`config.mk`:
```
export PLATFORM = sky130hd
export DESIGN_NAME = accel_tilt_vibration_flat
export DESIGN_NICKNAME = d
export VERILOG_FILES = /design/src/rtl/atv_pkg.sv /design/src/rtl/atv_if.sv /design/src/rtl/atv_div.sv /design/src/rtl/atv_isqrt.sv /design/src/rtl/atv_cordic.sv /design/src/rtl/accel_tilt_vibration.sv /design/src/flat_wrapper.sv
export SDC_FILE = /design/constraint.sdc
export NUM_CORES = 2
export LEC_CHECK = 0
export BUFFER_PORTS_ARGS = -buffer_cell sky130_fd_sc_hd__buf_2
export CORE_UTILIZATION = 50
export CTS_CLUSTER_SIZE = 8
export DETAILED_ROUTE_END_ITERATION = 7
export GPL_TIMING_DRIVEN = 1
export PLACE_DENSITY = 0.66
export SYNTH_ARGS = -nofsm -noshare
export SYNTH_HDL_FRONTEND = slang
export SYNTH_SLANG_ARGS = --single-unit
```
`constraint.sdc`:
```
create_clock -name clk -period 23.3 [get_ports clk]
set_clock_uncertainty 0.2 [all_clocks]
set_input_delay 1.165 -clock clk [delete_from_list [all_inputs] [get_ports clk]]
set_output_delay 1.165 -clock clk [all_outputs]
set_load 0.005 [all_outputs]
```
`src/rtl/atv_pkg.sv`:
```
`timescale 1ns / 1ps
`default_nettype none
package atv_pkg;

	localparam int IN_W     = 16;
	localparam int DELTA_W  = 17;
	localparam int MAG_W    = 17;
	localparam int ROLL_W   = 16;
	localparam int PITCH_W  = 15;
	localparam int SUM_W    = 24;
	localparam int PROD_W   = 33;
	localparam int ACC_W    = 35;
	localparam int RAD_W    = 48;
	localparam int ROOT_W   = 24;
	localparam int XY_W     = 28;
	localparam int Z_W      = 26;
	localparam int CORDIC_ITERS = 20;
	localparam int ITER_W   = 5;
	localparam logic signed [Z_W-1:0] Z_90 = 26'sd5898240;

	typedef enum logic [3:0] {
		S_IDLE, S_CAL, S_DIV_GO, S_DIV_WAIT, S_SQ, S_MAG_GO, S_MAG_WAIT,
		S_ROLL_GO, S_ROLL_WAIT, S_NSQ, S_NORM_GO, S_NORM_WAIT,
		S_PITCH_GO, S_PITCH_WAIT, S_DONE
	} atv_state_t;

	typedef struct packed {
		logic busy;
		logic done;
	} unit_stat_t;

	// Arctangent of 2^-i in Q16 degrees.
	function automatic logic [21:0] atan_q16(input logic [ITER_W-1:0] i);
		logic [21:0] a;
		case (i)
			5'd0: a = 22'd2949120;
			5'd1: a = 22'd1740967;
			5'd2: a = 22'd919879;
			5'd3: a = 22'd466945;
			5'd4: a = 22'd234379;
			5'd5: a = 22'd117304;
			5'd6: a = 22'd58666;
			5'd7: a = 22'd29335;
			5'd8: a = 22'd14668;
			5'd9: a = 22'd7334;
			5'd10: a = 22'd3667;
			5'd11: a = 22'd1833;
			5'd12: a = 22'd917;
			5'd13: a = 22'd458;
			5'd14: a = 22'd229;
			5'd15: a = 22'd115;
			5'd16: a = 22'd57;
			5'd17: a = 22'd29;
			5'd18: a = 22'd14;
			5'd19: a = 22'd7;
			default: a = 22'd0;
		endcase
		return a;
	endfunction

endpackage
`default_nettype wire

```
`src/rtl/atv_if.sv`:
```
`timescale 1ns / 1ps
`default_nettype none
interface atv_sample_if;
	logic                     valid;
	logic                     ready;
	logic                     opcode;
	logic signed [15:0]       acc_x;
	logic signed [15:0]       acc_y;
	logic signed [15:0]       acc_z;
	modport source (output valid, opcode, acc_x, acc_y, acc_z, input ready);
	modport sink (input valid, opcode, acc_x, acc_y, acc_z, output ready);
endinterface

interface atv_result_if;
	logic                     valid;
	logic                     ready;
	logic signed [16:0]       delta_x;
	logic signed [16:0]       delta_y;
	logic signed [16:0]       delta_z;
	logic [16:0]              magnitude;
	logic signed [15:0]       roll_angle;
	logic signed [14:0]       pitch_angle;
	logic                     is_calibrated;
	modport source (output valid, delta_x, delta_y, delta_z, magnitude, roll_angle,
		pitch_angle, is_calibrated, input ready);
	modport sink (input valid, delta_x, delta_y, delta_z, magnitude, roll_angle,
		pitch_angle, is_calibrated, output ready);
endinterface
`default_nettype wire

```
`src/rtl/atv_div.sv`:
```
`timescale 1ns / 1ps
`default_nettype none
module atv_div #(
	parameter int DIVISOR = 100
) (
	input  wire logic                        clk,
	input  wire logic                        arst_n,
	input  wire logic                        start,
	input  wire logic [atv_pkg::SUM_W-1:0]   dividend,
	output logic [atv_pkg::SUM_W-1:0]        quotient,
	output atv_pkg::unit_stat_t              stat
);
	import atv_pkg::*;

	localparam int DW = $clog2(DIVISOR + 1);
	localparam int PW = 2 * SUM_W + 1;
	localparam logic [SUM_W:0] RECIP = (SUM_W+1)'((1 << SUM_W) / DIVISOR);

	logic [SUM_W-1:0]    dvd_q;
	logic [SUM_W-1:0]    quo_q;
	logic [PW-1:0]       prod_q;
	logic [SUM_W+DW-1:0] back_q;
	logic [1:0]          cnt_q;
	logic                busy_q, done_q;
	logic [SUM_W+DW-1:0] diff;

	// Multiply by the truncated reciprocal of the divisor. The estimate is at most one
	// below the true quotient, so one compare of the remainder finishes the job.
	assign diff = (SUM_W+DW)'(dvd_q) - back_q;

	always_ff @(posedge clk or negedge arst_n) begin
		if (!arst_n) begin
			busy_q <= 1'b0;
			done_q <= 1'b0;
			cnt_q  <= '0;
		end else begin
			done_q <= 1'b0;
			if (start) begin
				busy_q <= 1'b1;
				cnt_q  <= '0;
			end else if (busy_q) begin
				cnt_q <= cnt_q + 2'd1;
				if (cnt_q == 2'd3) begin
					busy_q <= 1'b0;
					done_q <= 1'b1;
				end
			end
		end
	end

	always_ff @(posedge clk) begin
		if (start) begin
			dvd_q <= dividend;
		end else if (busy_q) begin
			case (cnt_q)
				2'd0: prod_q <= {{(SUM_W+1){1'b0}}, dvd_q} * {{SUM_W{1'b0}}, RECIP};
				2'd1: quo_q <= prod_q[SUM_W +: SUM_W];
				2'd2: back_q <= {{DW{1'b0}}, quo_q} * (SUM_W+DW)'(DIVISOR);
				2'd3: quo_q <= quo_q + SUM_W'(diff >= (SUM_W+DW)'(DIVISOR));
				default: quo_q <= quo_q;
			endcase
		end
	end

	assign quotient  = quo_q;
	assign stat.busy = busy_q;
	assign stat.done = done_q;
endmodule
`default_nettype wire

```
`src/rtl/atv_isqrt.sv`:
```
`timescale 1ns / 1ps
`default_nettype none
module atv_isqrt (
	input  wire logic                        clk,
	input  wire logic                        arst_n,
	input  wire logic                        start,
	input  wire logic [atv_pkg::RAD_W-1:0]   radicand,
	output logic [atv_pkg::ROOT_W-1:0]       root,
	output atv_pkg::unit_stat_t              stat
);
	import atv_pkg::*;

	logic [RAD_W-1:0]  rad_q;
	logic [ROOT_W+2:0] rem_q;
	logic [ROOT_W-1:0] root_q;
	logic [4:0]        cnt_q;
	logic              busy_q, done_q;
	logic [ROOT_W+2:0] rem_sh, trial;
	logic              take;

	// Digit-by-digit square root, one root bit per cycle.
	assign rem_sh = {rem_q[ROOT_W:0], rad_q[RAD_W-1 -: 2]};
	assign trial  = {1'b0, root_q, 2'b01};
	assign take   = rem_sh >= trial;

	always_ff @(posedge clk or negedge arst_n) begin
		if (!arst_n) begin
			busy_q <= 1'b0;
			done_q <= 1'b0;
			cnt_q  <= '0;
		end else begin
			done_q <= 1'b0;
			if (start) begin
				busy_q <= 1'b1;
				cnt_q  <= '0;
			end else if (busy_q) begin
				cnt_q <= cnt_q + 5'd1;
				if (cnt_q == 5'(ROOT_W - 1)) begin
					busy_q <= 1'b0;
					done_q <= 1'b1;
				end
			end
		end
	end

	always_ff @(posedge clk) begin
		if (start) begin
			rad_q  <= radicand;
			rem_q  <= '0;
			root_q <= '0;
		end else if (busy_q) begin
			rad_q  <= {rad_q[RAD_W-3:0], 2'b00};
			rem_q  <= take ? rem_sh - trial : rem_sh;
			root_q <= {root_q[ROOT_W-2:0], take};
		end
	end

	// The remainder is v - root^2; round up when it exceeds root.
	assign root      = root_q + ROOT_W'(rem_q > {3'b000, root_q});
	assign stat.busy = busy_q;
	assign stat.done = done_q;
endmodule
`default_nettype wire

```
`src/rtl/atv_cordic.sv`:
```
`timescale 1ns / 1ps
`default_nettype none
module atv_cordic (
	input  wire logic                              clk,
	input  wire logic                              arst_n,
	input  wire logic                              start,
	input  wire logic signed [atv_pkg::XY_W-1:0]   y_in,
	input  wire logic signed [atv_pkg::XY_W-1:0]   x_in,
	output logic signed [atv_pkg::Z_W-1:0]         z_out,
	output atv_pkg::unit_stat_t                    stat
);
	import atv_pkg::*;

	logic signed [XY_W-1:0] x_q, y_q;
	logic signed [Z_W-1:0]  z_q;
	logic                   zero_q;
	logic [ITER_W-1:0]      i_q;
	logic                   busy_q, done_q;
	logic signed [XY_W-1:0] dx, dy;
	logic signed [Z_W-1:0]  at;

	assign dx = y_q >>> i_q;
	assign dy = x_q >>> i_q;
	assign at = $signed({4'b0000, atan_q16(i_q)});

	always_ff @(posedge clk or negedge arst_n) begin
		if (!arst_n) begin
			busy_q <= 1'b0;
			done_q <= 1'b0;
			i_q    <= '0;
		end else begin
			done_q <= 1'b0;
			if (start) begin
				busy_q <= 1'b1;
				i_q    <= '0;
			end else if (busy_q) begin
				i_q <= i_q + 5'd1;
				if (i_q == 5'(CORDIC_ITERS - 1)) begin
					busy_q <= 1'b0;
					done_q <= 1'b1;
				end
			end
		end
	end

	always_ff @(posedge clk) begin
		if (start) begin
			zero_q <= (x_in == '0) && (y_in == '0);
			// A vector in the left half plane is first turned by 90 degrees.
			if (x_in < 0) begin
				if (y_in >= 0) begin
					x_q <= y_in;
					y_q <= -x_in;
					z_q <= Z_90;
				end else begin
					x_q <= -y_in;
					y_q <= x_in;
					z_q <= -Z_90;
				end
			end else begin
				x_q <= x_in;
				y_q <= y_in;
				z_q <= '0;
			end
		end else if (busy_q) begin
			if (y_q >= 0) begin
				x_q <= x_q + dx;
				y_q <= y_q - dy;
				z_q <= z_q + at;
			end else begin
				x_q <= x_q - dx;
				y_q <= y_q + dy;
				z_q <= z_q - at;
			end
		end
	end

	assign z_out     = zero_q ? '0 : z_q;
	assign stat.busy = busy_q;
	assign stat.done = done_q;
endmodule
`default_nettype wire

```
`src/rtl/accel_tilt_vibration.sv`:
```
`timescale 1ns / 1ps
`default_nettype none
// Channel  | Dir | Payload                                                  | Moves
// sample   | in  | opcode, acc_x, acc_y, acc_z                              | one item per sample
// result   | out | delta_x/y/z, magnitude, roll_angle, pitch_angle,         | one item per
//          |     | is_calibrated                                            | measure sample
//
// A measure item runs from its accepting edge to result.valid through a squarer pass
// over the deltas, the magnitude root, the roll CORDIC, a squarer pass over Y and Z,
// the norm root, the pitch CORDIC and the output register load; the next item is taken
// once the sequencer is back in idle. A calibration item adds to the sums, and the one
// that completes the set runs the baseline divider once per axis. sample.ready is high
// only while the sequencer is idle; a finished result waits in the output register while the
// next item is accepted, and a second result holds the sequencer until the first is taken.
// Reset clears the sums, count, baselines and calibrated flag; no clearing pass.
module accel_tilt_vibration #(
	parameter int CALIB_SAMPLES   = 100,
	parameter int ANGLE_FRAC_BITS = 7
) (
	input  wire logic       clk,
	input  wire logic       arst_n,
	atv_sample_if.sink      sample,
	atv_result_if.source    result
);
	import atv_pkg::*;

	localparam int CNT_W = $clog2(CALIB_SAMPLES + 1);
	localparam int SH    = 16 - ANGLE_FRAC_BITS;
	localparam logic signed [31:0] RND       = 32'sd1 <<< (SH - 1);
	localparam logic signed [31:0] ROLL_LIM  = 32'sd180 <<< ANGLE_FRAC_BITS;
	localparam logic signed [31:0] PITCH_LIM = 32'sd90 <<< ANGLE_FRAC_BITS;
	localparam logic signed [SUM_W-1:0] SUM_MAX = {1'b0, {(SUM_W-1){1'b1}}};
	localparam logic signed [SUM_W-1:0] SUM_MIN = {1'b1, {(SUM_W-1){1'b0}}};

	// Rounds a Q16 degree angle to the output scale and clamps it to +-lim.
	function automatic logic signed [31:0] angle_fix(input logic signed [Z_W-1:0] z,
			input logic signed [31:0] lim);
		logic signed [31:0] r;
		r = (32'(z) + RND) >>> SH;
		if (r > lim)
			r = lim;
		if (r < -lim)
			r = -lim;
		return r;
	endfunction

	atv_state_t state_q, state_d;

	logic                    op_q;
	logic signed [IN_W-1:0]  in_q [3];
	logic signed [SUM_W-1:0] sum_q [3];
	logic signed [IN_W-1:0]  base_q [3];
	logic [CNT_W-1:0]        count_q;
	logic                    done_flag_q;
	logic [1:0]              axis_q;
	logic [1:0]              sq_idx_q;
	logic [PROD_W-1:0]       prod_q;
	logic [ACC_W-1:0]        acc_q;
	logic [MAG_W-1:0]        mag_q;
	logic [ROOT_W-1:0]       norm_q;
	logic signed [ROLL_W-1:0] roll_q;

	logic                    out_valid_q;
	logic signed [DELTA_W-1:0] out_dx_q, out_dy_q, out_dz_q;
	logic [MAG_W-1:0]        out_mag_q;
	logic signed [ROLL_W-1:0] out_roll_q;
	logic signed [PITCH_W-1:0] out_pitch_q;
	logic                    out_cal_q;

	logic in_fire, last_cal, out_free;
	logic div_start, sqrt_start, cordic_start;
	unit_stat_t div_stat, sqrt_stat, cordic_stat;
	logic [SUM_W-1:0]        div_dvd, div_quo;
	logic [RAD_W-1:0]        sqrt_rad;
	logic [ROOT_W-1:0]       sqrt_root;
	logic signed [XY_W-1:0]  cor_y, cor_x;
	logic signed [Z_W-1:0]   cor_z;
	logic signed [DELTA_W-1:0] delta [3];
	logic signed [DELTA_W-1:0] mul_op;
	logic signed [SUM_W:0]   sat_sum [3];
	logic signed [SUM_W-1:0] cur_sum;
	logic [SUM_W-1:0]        sum_mag;
	logic signed [IN_W-1:0]  mean;
	logic signed [31:0]      roll_fix, pitch_fix;

	assign in_fire  = sample.valid && sample.ready;
	assign last_cal = (CNT_W'(count_q + 1'b1) == CNT_W'(CALIB_SAMPLES));
	assign out_free = !out_valid_q || result.ready;

	always_comb begin
		for (int k = 0; k < 3; k++) begin
			delta[k]   = DELTA_W'(in_q[k]) - DELTA_W'(base_q[k]);
			sat_sum[k] = (SUM_W+1)'(sum_q[k]) + (SUM_W+1)'(in_q[k]);
		end
	end

	// Shared squarer operand: deltas for the magnitude, then raw Y and Z for the norm.
	always_comb begin
		mul_op = '0;
		if (state_q == S_SQ) begin
			case (sq_idx_q)
				2'd0: mul_op = delta[0];
				2'd1: mul_op = delta[1];
				2'd2: mul_op = delta[2];
				default: mul_op = '0;
			endcase
		end else begin
			case (sq_idx_q)
				2'd0: mul_op = DELTA_W'(in_q[1]);
				2'd1: mul_op = DELTA_W'(in_q[2]);
				default: mul_op = '0;
			endcase
		end
	end

	// Baseline is the mean of the sum, rounded half away from zero, clamped to 16 bits.
	always_comb begin
		case (axis_q)
			2'd0: cur_sum = sum_q[0];
			2'd1: cur_sum = sum_q[1];
			default: cur_sum = sum_q[2];
		endcase
		sum_mag = cur_sum[SUM_W-1] ? SUM_W'(-cur_sum) : SUM_W'(cur_sum);
		div_dvd = sum_mag + SUM_W'(CALIB_SAMPLES / 2);
		if (cur_sum[SUM_W-1])
			mean = (div_quo > SUM_W'(32768)) ? 16'sh8000 : -$signed(div_quo[IN_W-1:0]);
		else
			mean = (div_quo > SUM_W'(32767)) ? 16'sh7FFF : $signed(div_quo[IN_W-1:0]);
	end

	assign sqrt_rad = (state_q == S_MAG_GO) ? RAD_W'(acc_q) : {acc_q[31:0], 16'h0000};

	always_comb begin
		if (state_q == S_ROLL_GO) begin
			cor_y = $signed({{(XY_W-IN_W-8){in_q[1][IN_W-1]}}, in_q[1], 8'h00});
			cor_x = $signed({{(XY_W-IN_W-8){in_q[2][IN_W-1]}}, in_q[2], 8'h00});
		end else begin
			cor_y = -$signed({{(XY_W-IN_W-8){in_q[0][IN_W-1]}}, in_q[0], 8'h00});
			cor_x = $signed({{(XY_W-ROOT_W){1'b0}}, norm_q});
		end
	end

	assign roll_fix  = angle_fix(cor_z, ROLL_LIM);
	assign pitch_fix = angle_fix(cor_z, PITCH_LIM);

	atv_div #(.DIVISOR(CALIB_SAMPLES)) u_div (
		.clk(clk), .arst_n(arst_n), .start(div_start),
		.dividend(div_dvd), .quotient(div_quo), .stat(div_stat)
	);

	atv_isqrt u_isqrt (
		.clk(clk), .arst_n(arst_n), .start(sqrt_start),
		.radicand(sqrt_rad), .root(sqrt_root), .stat(sqrt_stat)
	);

	atv_cordic u_cordic (
		.clk(clk), .arst_n(arst_n), .start(cordic_start),
		.y_in(cor_y), .x_in(cor_x), .z_out(cor_z), .stat(cordic_stat)
	);

	// Sequencer next state.
	always_comb begin
		state_d = state_q;
		case (state_q)
			S_IDLE:       if (in_fire) state_d = sample.opcode ? S_CAL : S_SQ;
			S_CAL:        state_d = last_cal ? S_DIV_GO : S_IDLE;
			S_DIV_GO:     state_d = S_DIV_WAIT;
			S_DIV_WAIT:   if (div_stat.done) state_d = (axis_q == 2'd2) ? S_IDLE : S_DIV_GO;
			S_SQ:         if (sq_idx_q == 2'd3) state_d = S_MAG_GO;
			S_MAG_GO:     state_d = S_MAG_WAIT;
			S_MAG_WAIT:   if (sqrt_stat.done) state_d = S_ROLL_GO;
			S_ROLL_GO:    state_d = S_ROLL_WAIT;
			S_ROLL_WAIT:  if (cordic_stat.done) state_d = S_NSQ;
			S_NSQ:        if (sq_idx_q == 2'd2) state_d = S_NORM_GO;
			S_NORM_GO:    state_d = S_NORM_WAIT;
			S_NORM_WAIT:  if (sqrt_stat.done) state_d = S_PITCH_GO;
			S_PITCH_GO:   state_d = S_PITCH_WAIT;
			S_PITCH_WAIT: if (cordic_stat.done) state_d = S_DONE;
			S_DONE:       if (out_free) state_d = S_IDLE;
			default:      state_d = S_IDLE;
		endcase
	end

	// Sequencer outputs.
	always_comb begin
		div_start    = 1'b0;
		sqrt_start   = 1'b0;
		cordic_start = 1'b0;
		sample.ready = 1'b0;
		case (state_q)
			S_IDLE:     sample.ready = 1'b1;
			S_DIV_GO:   div_start = 1'b1;
			S_MAG_GO:   sqrt_start = 1'b1;
			S_NORM_GO:  sqrt_start = 1'b1;
			S_ROLL_GO:  cordic_start = 1'b1;
			S_PITCH_GO: cordic_start = 1'b1;
			default:    sample.ready = 1'b0;
		endcase
	end

	always_ff @(posedge clk or negedge arst_n) begin
		if (!arst_n) begin
			state_q     <= S_IDLE;
			count_q     <= '0;
			done_flag_q <= 1'b0;
			axis_q      <= '0;
			sq_idx_q    <= '0;
			out_valid_q <= 1'b0;
			for (int k = 0; k < 3; k++) begin
				sum_q[k]  <= '0;
				base_q[k] <= '0;
			end
		end else begin
			state_q <= state_d;
			if (state_q == S_IDLE || state_q == S_ROLL_WAIT)
				sq_idx_q <= '0;
			else if (state_q == S_SQ || state_q == S_NSQ)
				sq_idx_q <= sq_idx_q + 2'd1;
			if (state_q == S_CAL) begin
				count_q <= last_cal ? '0 : CNT_W'(count_q + 1'b1);
				for (int k = 0; k < 3; k++) begin
					if (sat_sum[k][SUM_W] != sat_sum[k][SUM_W-1])
						sum_q[k] <= sat_sum[k][SUM_W] ? SUM_MIN : SUM_MAX;
					else
						sum_q[k] <= sat_sum[k][SUM_W-1:0];
				end
			end
			if (state_q == S_DIV_WAIT && div_stat.done) begin
				case (axis_q)
					2'd0: base_q[0] <= mean;
					2'd1: base_q[1] <= mean;
					default: base_q[2] <= mean;
				endcase
				if (axis_q == 2'd2) begin
					axis_q      <= '0;
					done_flag_q <= 1'b1;
					for (int k = 0; k < 3; k++)
						sum_q[k] <= '0;
				end else begin
					axis_q <= axis_q + 2'd1;
				end
			end
			if (state_q == S_DONE && out_free)
				out_valid_q <= 1'b1;
			else if (result.ready)
				out_valid_q <= 1'b0;
		end
	end

	always_ff @(posedge clk) begin
		if (in_fire) begin
			op_q     <= sample.opcode;
			in_q[0]  <= sample.acc_x;
			in_q[1]  <= sample.acc_y;
			in_q[2]  <= sample.acc_z;
		end
		if (state_q == S_IDLE || state_q == S_ROLL_WAIT) begin
			prod_q <= '0;
			acc_q  <= '0;
		end else if (state_q == S_SQ || state_q == S_NSQ) begin
			prod_q <= PROD_W'(mul_op * mul_op);
			acc_q  <= acc_q + ACC_W'(prod_q);
		end
		if (state_q == S_MAG_WAIT && sqrt_stat.done)
			mag_q <= sqrt_root[MAG_W-1:0];
		if (state_q == S_NORM_WAIT && sqrt_stat.done)
			norm_q <= sqrt_root;
		if (state_q == S_ROLL_WAIT && cordic_stat.done)
			roll_q <= roll_fix[ROLL_W-1:0];
		if (state_q == S_DONE && out_free) begin
			out_dx_q    <= delta[0];
			out_dy_q    <= delta[1];
			out_dz_q    <= delta[2];
			out_mag_q   <= mag_q;
			out_roll_q  <= roll_q;
			out_pitch_q <= pitch_fix[PITCH_W-1:0];
			out_cal_q   <= done_flag_q && !op_q;
		end
	end

	assign result.valid         = out_valid_q;
	assign result.delta_x       = out_dx_q;
	assign result.delta_y       = out_dy_q;
	assign result.delta_z       = out_dz_q;
	assign result.magnitude     = out_mag_q;
	assign result.roll_angle    = out_roll_q;
	assign result.pitch_angle   = out_pitch_q;
	assign result.is_calibrated = out_cal_q;
endmodule
`default_nettype wire

```
`src/flat_wrapper.sv`:
```
// flat-port wrapper written by rule: the top's interface ports become plain ports
module accel_tilt_vibration_flat import atv_pkg::*;
#(
	parameter int CALIB_SAMPLES   = 100,
	parameter int ANGLE_FRAC_BITS = 7
)
  (clk, arst_n, sample_valid, sample_opcode, sample_acc_x, sample_acc_y, sample_acc_z, sample_ready, result_valid, result_delta_x, result_delta_y, result_delta_z, result_magnitude, result_roll_angle, result_pitch_angle, result_is_calibrated, result_ready);
  atv_sample_if sample_i ();
  atv_result_if result_i ();
  input  wire logic clk;
  input  wire logic arst_n;
  input wire logic [$bits(sample_i.valid)-1:0] sample_valid;
  input wire logic [$bits(sample_i.opcode)-1:0] sample_opcode;
  input wire logic [$bits(sample_i.acc_x)-1:0] sample_acc_x;
  input wire logic [$bits(sample_i.acc_y)-1:0] sample_acc_y;
  input wire logic [$bits(sample_i.acc_z)-1:0] sample_acc_z;
  output wire logic [$bits(sample_i.ready)-1:0] sample_ready;
  output wire logic [$bits(result_i.valid)-1:0] result_valid;
  output wire logic [$bits(result_i.delta_x)-1:0] result_delta_x;
  output wire logic [$bits(result_i.delta_y)-1:0] result_delta_y;
  output wire logic [$bits(result_i.delta_z)-1:0] result_delta_z;
  output wire logic [$bits(result_i.magnitude)-1:0] result_magnitude;
  output wire logic [$bits(result_i.roll_angle)-1:0] result_roll_angle;
  output wire logic [$bits(result_i.pitch_angle)-1:0] result_pitch_angle;
  output wire logic [$bits(result_i.is_calibrated)-1:0] result_is_calibrated;
  input wire logic [$bits(result_i.ready)-1:0] result_ready;
  assign sample_i.valid = sample_valid;
  assign sample_i.opcode = sample_opcode;
  assign sample_i.acc_x = sample_acc_x;
  assign sample_i.acc_y = sample_acc_y;
  assign sample_i.acc_z = sample_acc_z;
  assign sample_ready = sample_i.ready;
  assign result_valid = result_i.valid;
  assign result_delta_x = result_i.delta_x;
  assign result_delta_y = result_i.delta_y;
  assign result_delta_z = result_i.delta_z;
  assign result_magnitude = result_i.magnitude;
  assign result_roll_angle = result_i.roll_angle;
  assign result_pitch_angle = result_i.pitch_angle;
  assign result_is_calibrated = result_i.is_calibrated;
  assign result_i.ready = result_ready;
  accel_tilt_vibration #(.CALIB_SAMPLES(CALIB_SAMPLES), .ANGLE_FRAC_BITS(ANGLE_FRAC_BITS)) u_core (.clk(clk), .arst_n(arst_n), .sample(sample_i), .result(result_i));
endmodule
```
=== Word level (Yosys, flattened, before mapping) ===
Memory sizes are Yosys's and may differ from the RTL's.
Index checks and enable logic that the tools add are counted.

* Bits in registers: 680
* Bits in writable memories: 48
* Bits in read-only memories: 704
* Input bits: 53
* Memories kept: 2

{| class="wikitable"
|+ Memory list
! name !! depth !! width !! rd ports !! clocked after Yosys merged registers in !! wr ports !! RTL line !! RTL
|-
| (name not given) || 32 || 22 || 1 || 0 || 0 || atv_pkg.sv:35 || <nowiki>case (i)</nowiki>
|-
| u_core.in_q || 3 || 16 || 3 || 0 || 3 || accel_tilt_vibration.sv:50 || <nowiki>logic signed [IN_W-1:0] in_q [3];</nowiki>
|}

* $add $sub $neg: 30
* $mul: 3
* $lt $le $gt $ge: 12
* Eq/ne operators: 37
* Shifts and indexed selects: 2
* Multiplexer cells: 91
* Bitwise gates (word level): 2
* Reductions and logical operators: 36

{| class="wikitable"
|+ Operator list
! kind !! number
|-
| $mux 28 || 12
|-
| $mux 72 || 3
|-
| $mux 24 || 7
|-
| $mux 26 || 6
|-
| $mux 48 || 3
|-
| $pmux 24 s2 || 2
|-
| $add 24x16->25 || 3
|-
| $mux 32 || 2
|-
| $pmux 4 s15 || 1
|-
| $add 28x28->28 || 2
|-
| $ge 28x1->1 const B || 2
|-
| $logic_not 28->1 || 2
|-
| $neg 28->28 || 2
|-
| $sshr 28x5->28 || 2
|-
| $sub 28x28->28 || 2
|-
| $pmux 17 s3 || 1
|-
| $sub 16x16->17 || 3
|-
| $add 24x1->24 || 2
|-
| $mux 16 || 3
|-
| $mul 24x16->40 const B || 1
|-
| $mux 4 || 9
|-
| $add 35x33->35 || 1
|-
| $pmux 17 s2 || 1
|-
| $mul 17x17->33 || 1
|-
| other kinds (52) || 140
|}

=== Depth between registers and ports, before layout ===
An unclocked memory read counts as a cell.

* Depth after elaboration: 7
* Gate-level depth with buffers: 39

=== Modules after synthesis ===
Synthesis repeated with hierarchy kept, for this count alone.

* Cell total of the unflattened synthesis: 7821
* Area total of the unflattened synthesis: 71507.3 um^2

{| class="wikitable"
|+ Modules (own cells, without submodules)
! module !! times used !! cells each !! area each (um^2) !! sequential area each (um^2)
|-
| accel_tilt_vibration || 1 || 3829 || 35444.0 || 10955.5
|-
| atv_div || 1 || 1516 || 14954.3 || 2952.8
|-
| atv_cordic || 1 || 1796 || 14665.3 || 2667.6
|-
| atv_isqrt || 1 || 680 || 6443.7 || 2637.5
|}

=== Worst setup path after synthesis ===
OpenSTA, ideal clock, no wires.

* Path type: flip-flop to flip-flop
* Start: mem u_core.in_q[0][1]
* End: reg u_core.prod_q[32]
* Library setup time: 130 ps
* Arrival time: 8720 ps
* Required time: 22970 ps
* Slack: 14249 ps
* Cell stages (with the launch flop): 34
* Buffers on the path: 1
* Clock period less this slack: 9051 ps
* Cell sequence: edfxtp_1 > ha_1 > nor2b_1 > o31a_1 > or4_1 > a311o_1 > a41o_1 > xor2_1 > a22o_1 > a21oi_1 > o22a_1 > clkbuf_1 > clkinv_1 > nand2_1 > fa_1 > fa_1 > inv_1 > fa_1 > fa_1 > fa_1 > inv_1 > fa_1 > inv_1 > ha_1 > nand3_1 > or2_2 > or3_1 > a21oi_1 > a2111oi_0 > nor3_1 > a221oi_1 > xnor2_1 > xnor2_1 > o21ai_0

{| class="wikitable"
|+ RTL lines
! what !! RTL line !! RTL
|-
| start, declared || accel_tilt_vibration.sv:50 ||
|-
| end signal, assigned || accel_tilt_vibration.sv:261 || <nowiki>prod_q <= PROD_W'(mul_op * mul_op);</nowiki>
|-
| end, declared || accel_tilt_vibration.sv:57 || <nowiki>logic [PROD_W-1:0] prod_q;</nowiki>
|}

==> impl_metrics.tcl <==
set metrics [dict create \
    cts_resized 0 \
    start_kind "flip-flop" \
    initial_utilization_pct 50.58 \
    syn-cell-area_mm2 0.06878 \
    hold_violations 0 \
    layout_setup_ws_ns 12.71 \
    grt_max_degree 81 \
    grt_pass1_wl_um 321600 \
    post-cts-setup-buffers 0 \
    syn_nets 8510 \
    path_max_fanout 21 \
    die_area_mm2 0.1391 \
    layout.nets 8550 \
    path_clk_slew_ns 0.06 \
    drc 0 \
    clock-sinks 705 \
    final_common_cell "inv_1" \
    routabilityCongestion 0.9784 \
    synthFlopType "edfxtp_1" \
    dp_cells 9036 \
    period_share_pct 45.44 \
    cts_root_buffer "clkbuf_16" \
    crit_family "adder cells" \
    via_per_inst 6.002 \
    slew_viol_final 0 \
    crit_arrival_ns 10.96 \
    cts_buffer_depth 3 \
    die_w_um 372.9 \
    dr_wl_met3_um 16910 \
    synth_seq_cells 705 \
    place_hpwl_um 162900 \
    seq_power_share_pct 47.7 \
    grtUsageTotal_pct 29.70 \
    htree_levels 3 \
    cp.required_ns 23.67 \
    clock_latency_ns 0.77 \
    peakVddDrop_uv 52.67 \
    slew_headroom_pct 8.762 \
    syn_avg_cell_area_um2 9.400 \
    setup_viol 0 \
    synth_edf_count 432 \
    initialDrtViolationCount 4939 \
    path_buf_inv 7 \
    p_comb_share_pct 0.6 \
    power_switching_uw 618.5 \
    antenna_left 0 \
    power_mw 2.757 \
    wl_met2_um 94030 \
    route.layer.met1.wl_um 87640 \
    cap_violations 0 \
    drive_gt1_share_pct 7.327 \
    area_delta_synth_final_pct 7.880 \
    crit_type "flip-flop to flip-flop" \
    hold_buffers 0 \
    pin_count 155 \
    dr.max_layer_used "met5" \
    hold_ws_ns 0.1735 \
    core-area_mm2 0.1360 \
    placed_area_mm2 0.07117 \
    portBuffers 154 \
    globalRoute.totalOverflow 0 \
    place_ws_ns 12.92 \
    tns_ns 0 \
    fin_area_mm2 0.07420 \
    layout_min_cycle_time_ns 10.59 \
    vias 55350 \
    wire_per_inst_um 22.51 \
    yosysSeqAreaShare_pct 27.93 \
    antenna_found_initial 15 \
    p_clk_share_pct 51.7 \
    worst_slew_pin_slew_ns 1.356 \
    p_int_mw 2.139 \
    cp_slowest_cell "fa_1" \
    cts_inserted_buffers 100 \
    hold_path_class "flip-flop to flip-flop" \
    rows 135 \
    pwr_density_cell_mw_per_mm2 37.16 \
    utilization_pct 54.57 \
    rsz0062_at_grt "no" \
    yosysWarnings 0 \
    finalNonFillerCells 9222 \
    synth.distinct_cells 99 \
    worstSetupEndpointType "flip-flop" \
    dr.pass1.iters 6 \
    status "complete, no violations" \
    layout_common_cells "inv_1 (802), ha_1 (682), nor2_1 (582)" \
    critPathMaxStageDelay_ns 0.70 \
    dieHeight_um 372.9 \
    syn-instance-count 7317 \
    cts_tree "built" \
    wl_um 207600 \
    timing.fmax_ghz 0.09444 \
    grt_pass1_vias 54190 \
    synthArstFlopShare_pct 21.99 \
    p_leak_nw 32.42 \
    swShare_pct 22.43 \
]
-- cell usage after synthesis (23+ instances only) --
library cell / n / area [um^2]
a211oi_1: 48 / 360.4
a21o_1: 144 / 1081
a21oi_1: 447 / 2237
a22o_1: 26 / 227.7
a22oi_1: 29 / 217.7
a31oi_1: 96 / 600.6
and2_1: 28 / 175.2
and3_1: 61 / 381.6
buf_1: 26 / 97.59
clkbuf_1: 222 / 833.3
dfrtp_1: 155 / 3879
dfxtp_1: 118 / 2362
edfxtp_1: 432 / 12970
fa_1: 458 / 9169
ha_1: 682 / 8533
inv_1: 804 / 3018
mux2_2: 59 / 664.4
mux2i_1: 127 / 1271
mux4_2: 48 / 1081
nand2_1: 579 / 2173
nand2b_1: 78 / 488.0
nand3_1: 158 / 790.8
nand4_1: 51 / 319.1
nor2_1: 589 / 2211
nor2b_1: 77 / 481.7
nor3_1: 119 / 595.6
nor4_1: 23 / 143.9
o211ai_1: 27 / 202.7
o21a_1: 85 / 638.1
o21ai_0: 429 / 2147
o21bai_1: 37 / 277.8
o22ai_1: 70 / 437.9
o31ai_1: 43 / 322.8
or2_2: 29 / 181.4
or3_1: 38 / 237.7
xnor2_1: 330 / 2890
xor2_1: 181 / 1585
-- worst register-to-register path, delay by kind of cell, from the launching register on --
family	cells	cell delay [ns]
simple gates	8	2.24
buf+inv	7	1.12
flops	1	0.47
xor+xnor	2	0.36
compound gates	9	1.64
fa+ha+maj	9	4.41
-- final timing paths --
| check | startpoint | endpoint | slack [ns] | depth (start not counted) |
|---|---|---|---|---|
| setup / recovery | u_core.in_q[0][0] | u_core.prod_q[32] | 12.71 | 35 |
| hold / removal | u_core.roll_q[14] | u_core.result.roll_angle[14] | 0.17 | 0 |
| setup reg to reg | u_core.in_q[0][0] | u_core.prod_q[32] | 12.71 | 35 |
| hold reg to reg | u_core.roll_q[14] | u_core.result.roll_angle[14] | 0.17 | 0 |
| max in group asynchronous | arst_n | u_core.u_cordic.i_q[0] | 21.24 | 2 |
| min in group asynchronous | arst_n | u_core.done_flag_q | 0.25 | 1 |
-- registers in the layout, indices dropped and copies added (netlist names), 18 cells and up --
register / flops
u_core.acc_q: 35
u_core.base_q: 48
u_core.in_q: 48
u_core.norm_q: 24
u_core.prod_q: 32
u_core.sum_q: 72
u_core.u_cordic.x_q: 28
u_core.u_cordic.y_q: 28
u_core.u_cordic.z_q: 26
u_core.u_div.back_q: 29
u_core.u_div.dvd_q: 24
u_core.u_div.prod_q: 18
u_core.u_div.quotient: 24
u_core.u_isqrt.rad_q: 48
u_core.u_isqrt.rem_q: 27
u_core.u_isqrt.root_q: 24
-- kinds of logic after synthesis --
| group | after synthesis | synth area share [%] |
|---|---|---|
| AND/OR/NAND/NOR | 1899 | 12.76 |
| flip-flops | 705 | 27.93 |
| XOR/XNOR | 512 | 6.531 |
| AO/OA/AOI/OAI | 1718 | 15.84 |
| buffers and inverters | 1092 | 6.180 |
| adder cells (fa/ha/maj) | 1140 | 25.74 |
| multiplexers | 251 | 5.026 |
-- cell type report --
class / instances / area (um^2)
fillers: 12310 / 61770
clock buffers: 174 / 2820
well taps: 1781 / 2228
diodes: 3 / 7.507
multi-input cells: 5520 / 45400
repair buffers: 220 / 1272
clock inverters: 9 / 206.4
inverters: 810 / 3040
flip-flops and latches: 705 / 19220
-- metal layers --
layer | vias up | global-route usage (%)
met1 | 27160 | 40.34
met5 | - | 0
met3 | 378 | 5.115
met2 | 2002 | 46.97
li1 | 25800 | -
met4 | 12 | 12.01
-- power by group through the flow --
| stage | clock network [mW] | logic (mW) | registers [mW] |
|---|---|---|---|
| after floorplan | 0 | 0.0000882 | 1.34 |
| after global placement | 0 | 0.0162 | 1.34 |
| after detailed placement | 0 | 0.0161 | 1.34 |
| after CTS | 1.45 | 0.0163 | 1.32 |
| after global routing | 1.50 | 0.0173 | 1.31 |
| final | 1.43 | 0.0164 | 1.32 |
Note: power is estimated with default switching activity, not from simulation.
